`src/rtl/nshs_pkg.sv`:
```
// package for the name seen hash set: controller states, the command and
// status groups between controller and datapath, and the hash constant
// no dependencies
package nshs_pkg;

    // multiplier applied to the byte sum to get the home slot
    localparam int unsigned HASH_MULT   = 4711;
    localparam int          HASH_MULT_W = 13;

    // bytes summed per partial sum (one input word)
    localparam int GROUP_BYTES = 8;

    // command values on the item channel
    localparam logic CMD_CLEAR = 1'b0;
    localparam logic CMD_CHECK = 1'b1;

    typedef enum logic [10:0] {
        S_INIT  = 11'b00000000001,
        S_IDLE  = 11'b00000000010,
        S_WIPE  = 11'b00000000100,
        S_PART  = 11'b00000001000,
        S_SUM   = 11'b00000010000,
        S_MUL   = 11'b00000100000,
        S_RECIP = 11'b00001000000,
        S_REM   = 11'b00010000000,
        S_HOME  = 11'b00100000000,
        S_READ  = 11'b01000000000,
        S_CHECK = 11'b10000000000
    } state_t;

    typedef struct packed {
        logic load;
        logic wipe_step;
        logic part_en;
        logic sum_en;
        logic mul_en;
        logic recip_en;
        logic rem_en;
        logic home_en;
        logic probe_rd;
        logic probe_chk;
        logic res_load;
    } ctrl_cmd_t;

    typedef struct packed {
        logic wipe_last;
        logic probe_done;
        logic result_busy;
    } dp_status_t;

endpackage

```
`src/rtl/nshs_ctrl.sv`:
```
// controller for the name seen hash set: sequences wipe, hash and probe steps
// depends on nshs_pkg
module nshs_ctrl (
    input  logic                clk,
    input  logic                rst_n,
    input  logic                item_valid,
    output logic                item_stall,
    input  logic                command,
    input  nshs_pkg::dp_status_t status,
    output nshs_pkg::ctrl_cmd_t  cmd
);

    nshs_pkg::state_t state_reg, state_next;

    always_ff @(posedge clk or negedge rst_n)
    begin
        if (!rst_n)
        begin
            state_reg <= nshs_pkg::S_INIT;
        end
        else
        begin
            state_reg <= state_next;
        end
    end

    // a finished result waits in S_CHECK or S_WIPE while the output is still held
    always_comb
    begin
        cmd        = '0;
        state_next = state_reg;
        item_stall = 1'b1;
        unique case (state_reg)
            nshs_pkg::S_INIT:
            begin
                cmd.wipe_step = 1'b1;
                if (status.wipe_last)
                begin
                    state_next = nshs_pkg::S_IDLE;
                end
            end
            nshs_pkg::S_IDLE:
            begin
                item_stall = 1'b0;
                if (item_valid)
                begin
                    cmd.load = 1'b1;
                    if (command == nshs_pkg::CMD_CLEAR)
                    begin
                        state_next = nshs_pkg::S_WIPE;
                    end
                    else
                    begin
                        state_next = nshs_pkg::S_PART;
                    end
                end
            end
            nshs_pkg::S_WIPE:
            begin
                if (status.wipe_last)
                begin
                    if (!status.result_busy)
                    begin
                        cmd.wipe_step = 1'b1;
                        cmd.res_load  = 1'b1;
                        state_next    = nshs_pkg::S_IDLE;
                    end
                end
                else
                begin
                    cmd.wipe_step = 1'b1;
                end
            end
            nshs_pkg::S_PART:
            begin
                cmd.part_en = 1'b1;
                state_next  = nshs_pkg::S_SUM;
            end
            nshs_pkg::S_SUM:
            begin
                cmd.sum_en = 1'b1;
                state_next = nshs_pkg::S_MUL;
            end
            nshs_pkg::S_MUL:
            begin
                cmd.mul_en = 1'b1;
                state_next = nshs_pkg::S_RECIP;
            end
            nshs_pkg::S_RECIP:
            begin
                cmd.recip_en = 1'b1;
                state_next   = nshs_pkg::S_REM;
            end
            nshs_pkg::S_REM:
            begin
                cmd.rem_en = 1'b1;
                state_next = nshs_pkg::S_HOME;
            end
            nshs_pkg::S_HOME:
            begin
                cmd.home_en = 1'b1;
                state_next  = nshs_pkg::S_READ;
            end
            nshs_pkg::S_READ:
            begin
                cmd.probe_rd = 1'b1;
                state_next   = nshs_pkg::S_CHECK;
            end
            nshs_pkg::S_CHECK:
            begin
                if (!status.probe_done)
                begin
                    cmd.probe_chk = 1'b1;
                    state_next    = nshs_pkg::S_READ;
                end
                else if (!status.result_busy)
                begin
                    cmd.probe_chk = 1'b1;
                    cmd.res_load  = 1'b1;
                    state_next    = nshs_pkg::S_IDLE;
                end
            end
            default:
            begin
                state_next = nshs_pkg::S_INIT;
            end
        endcase
    end

endmodule

```
`config.mk`:
```
export PLATFORM = sky130hd
export DESIGN_NAME = nshs_ctrl
export DESIGN_NICKNAME = d
export VERILOG_FILES = /design/src/rtl/nshs_pkg.sv /design/src/rtl/nshs_ctrl.sv
export SDC_FILE = /design/constraint.sdc
export NUM_CORES = 1
export LEC_CHECK = 0
export CAP_MARGIN = 0
export CORE_AREA = 2 2 39 41
export CTS_BUF_LIST = sky130_fd_sc_hd__clkbuf_4
export DETAILED_ROUTE_END_ITERATION = 16
export DIE_AREA = 0 0 41 43
export DONT_BUFFER_PORTS = 1
export HOLD_SLACK_MARGIN = 0.02
export MAX_ROUTING_LAYER = met4
export PLACE_DENSITY = 0.74
export SLEW_MARGIN = 10
export SYNTH_ARGS = -nofsm -noshare
export SYNTH_HDL_FRONTEND = slang
export SYNTH_SLANG_ARGS = --single-unit
```
`constraint.sdc`:
```
create_clock -name clk -period 2.3 [get_ports clk]
set_input_delay 0.23 -clock clk [delete_from_list [all_inputs] [get_ports clk]]
set_output_delay 0.23 -clock clk [all_outputs]
set_load 0.02 [all_outputs]
```
==> run_results.csv <==
group,metric,value,unit
logic_synthesis,yosysSeqAreaShare,35.6,%
setup_path,critPathKind,"flop to output port",
setup_path,max_stage_delay,0.47,ns
setup_path,worst_path_dominant_cell_family,"simple AND/OR/NAND/NOR gates",
route,drtIter0Drc,8,
die,die_w,41,um
final_layout,largest_reg_flops,11,
die,fp.dieH,43,um
route,route.vias.total,669,
sta,rsz0062_at_grt,"false",
cts,clock_sinks,11,
final_layout,antenna_cells,0,
logic_synthesis,synth_seq_cells,11,
cts,clk_latency,0.29,ns
die,pin_count,19,
setup_path,path_cells,"nor3_4 > and3_2 > nand4_1 > a21oi_1",
route,drc,0,
setup_path,crit_arrival,1.90,ns
cts,post_cts_buffers,0,
cts,cts_resized,0,
global_routing,antenna_found_initial,0,
route,ant_nets,0,
final_layout,n_fill_cell,121,
setup_path,cp_slowest_cell,"dfrtp_1",
global_routing,grt.total_usage,23.6,%
logic_synthesis,yosys.area_share.adder,0,%
route,wirelength,1.62,mm
global_routing,grt_pass1_vias,639,
setup_path,rrSetupSlack,0.58,ns
final_layout,nets,100,
logic_synthesis,synth_warnings,0,
global_routing,grt_pass1_wl,2.67,mm
setup_path,crit_path_end_kind,"output port",
final_layout,multi_input_area,479,um^2
route,wl_per_cell,15.0,um
worst_hold_path,min_to,"state_reg[9]",
cts,cts_tree,"built",
status,status,"finished, final reports clean",
logic_synthesis,avgSynthCellArea,9.58,um^2
setup_path,reg2regPathDepth,4,
final_layout,ff_latch_area,277,um^2
logic_synthesis,synthMuxAreaShare,0,%
sta,slew_violations,0,
logic_synthesis,synth-xor-area-share,3.39,%
setup_path,r2r_start,"state_reg[1]",
sta,fmax,471,MHz
final_layout,layout_commonest_cell,"dfrtp_1",
die,fp-row-count,14,
placement,globalplace.congestion,0.800,
sta,slew_headroom,65.0,%
global_routing,grt_max_degree,12,
logic_synthesis,synth_cells,81,
cts,htree_levels,1,
worst_hold_path,hold_depth,1,
cts,cts-root-buf,"clkbuf_4",
setup_path,crit_required,2.07,ns
logic_synthesis,syn_area,776,um^2
sta,final.period_utilization,92.4,%
sta,worst_pin_slew,0.523,ns
setup_path,crit_buf_inv,0,
sta,final_hold_viol_count,0,
sta,period_needed,2.13,ns
cts,clk_pin_slew_worst_paths,0.08,ns
final_layout,syn_to_final_growth,13.5,%
pwr,p_per_area,856,nW/um^2
route,viasPerCell,6.19,
die,design.core.area,1380,um^2
final_layout,drive_gt1_share,22.8,%
logic_synthesis,synth-simple-area-share,44.8,%
placement,dp.cells,103,
setup_path,cp_max_fo,9,
sta,clock_skew,0.00397,ns
setup_path,crit_cells,4,
global_routing,grt.overflow.total,0,
die,dieArea,1760,um^2
pwr,max-vdd-ir-drop,603,uV
sta,setup_tns,0,ns
cts,clock_path_buffers,2,
final_layout,final_cell_mix,"dfrtp_1 (10), nor2_1 (7), buf_4 (7)",
die,initial_core_util,56.1,%
cts,cts_buffers,3,
placement,dpl_cell_area,843,um^2
logic_synthesis,syn-num-nets,88,
pwr,p_leak,0.370,nW
logic_synthesis,synth_compound_area_share,13.5,%
logic_synthesis,synth_top_family_by_area,"simple AND/OR/NAND/NOR gates",
placement,dp_hpwl,1.22,mm
logic_synthesis,yosysUniqueCellTypes,36,
setup_path,r2r-end,"state_reg[0]",
sta,finalSetupViolCount,0,
worst_hold_path,hp-class,"input pin to flop",
cts,cts_hold_buffers,1,
run,cap_violations,0,
route,drt_pass1_iterations,4,
final_layout,fin_cells,108,
final_layout,design_area,881,um^2
worst_hold_path,hold_path.startpoint,"status[1]",
placement,portBuffers,0,
setup_path,startpoint_type,"flop",
==> worst max path at each step <==
stage	from	to	slack, ns
floorplan	state_reg[4]	cmd[8]	0.26
global placement	state_reg[9]	cmd[0]	0.53
detailed placement	state_reg[9]	cmd[0]	0.49
CTS	state_reg[9]	cmd[0]	0.16
global route	state_reg[9]	cmd[0]	0.03
finish	state_reg[9]	cmd[0]	0.17
==> cells in the mapped netlist <==
cell / number / area share, %
nor4_4: 2 / 5.5
and3_1: 1 / 0.81
nand3_1: 2 / 1.3
nand4b_1: 1 / 1.1
a21oi_1: 3 / 1.9
dfstp_2: 1 / 3.4
o21ai_0: 1 / 0.64
nor3_4: 1 / 2.1
and3_2: 2 / 1.9
nand3_2: 1 / 1.3
a21o_1: 2 / 1.9
and4bb_2: 1 / 1.6
o41ai_1: 1 / 1.1
o21bai_1: 1 / 0.97
a211oi_1: 2 / 1.9
buf_2: 1 / 0.64
a311oi_1: 1 / 1.1
nor4bb_1: 1 / 1.3
o22ai_1: 2 / 1.6
nor4b_2: 1 / 1.9
nor2b_1: 1 / 0.81
nand2_1: 4 / 1.9
or4b_1: 1 / 1.3
nor2_1: 7 / 3.4
nor4b_1: 4 / 4.5
xor2_1: 1 / 1.1
a2bb2oi_1: 2 / 2.3
inv_1: 4 / 1.9
nand4_1: 3 / 2.4
xnor2_1: 2 / 2.3
nand2b_1: 3 / 2.4
nand2_2: 1 / 0.81
dfrtp_1: 10 / 32
or3_1: 2 / 1.6
nor3_1: 3 / 1.9
nor3b_1: 5 / 4.8
==> cells by family (layout without fill, tap and decap cells) <==
logic type	after synthesis	in the layout
AO/OA/AOI/OAI	15	15
flip-flops	11	11
XOR/XNOR	3	3
AND/OR/NAND/NOR	47	47
buffers and inverters	5	16
==> power by group <==
group | switching (mW) | internal [mW]
Sequential | 0.0555 | 0.224
Clock | 0.0843 | 0.0648
Combinational | 0.186 | 0.139
==> final cells by class <==
type                    instances  area share, %
clock buffers                   3           2.56
clock inverters                 1          0.568
inverters                       4           1.70
multi-input cells              65           54.4
flip-flops and latches         11           31.4
well taps                      16           2.27
repair buffers                  8           7.10
==> worst register-to-register path: cells and delay by family (launching register included) <==
kind	cells	cell delay [ns]
AOI/OAI and AO/OA	1	0.12
and+or+nand+nor	3	1.06
DFF	1	0.48
==> per-stage QoR <==
step           power [mW]  setup slack, ns  util (%)  hold WS [ns]
2_1_floorplan       0.547            0.258         -       -0.0656
3_3_place_gp        0.595            0.527      60.9       -0.0653
3_5_place_dp        0.602            0.490      60.9       -0.0653
4_1_cts             0.756            0.162      63.7        0.0266
5_1_grt             0.801           0.0306      63.7        0.0388
6_report            0.754            0.175      63.7        0.0273
==> per-layer routing <==
| layer | track usage, % | vias to the layer above | part of all wire, % |
|---|---|---|---|
| met5 | - | - | 0 |
| met4 | 14.0 | 0 | 3.0 |
| met3 | 3.14 | 5 | 4.4 |
| met2 | 33.4 | 20 | 49 |
| met1 | 30.9 | 312 | 44 |
| li1 | - | 332 | - |
Note: power is estimated with default switching activity, not from simulation.
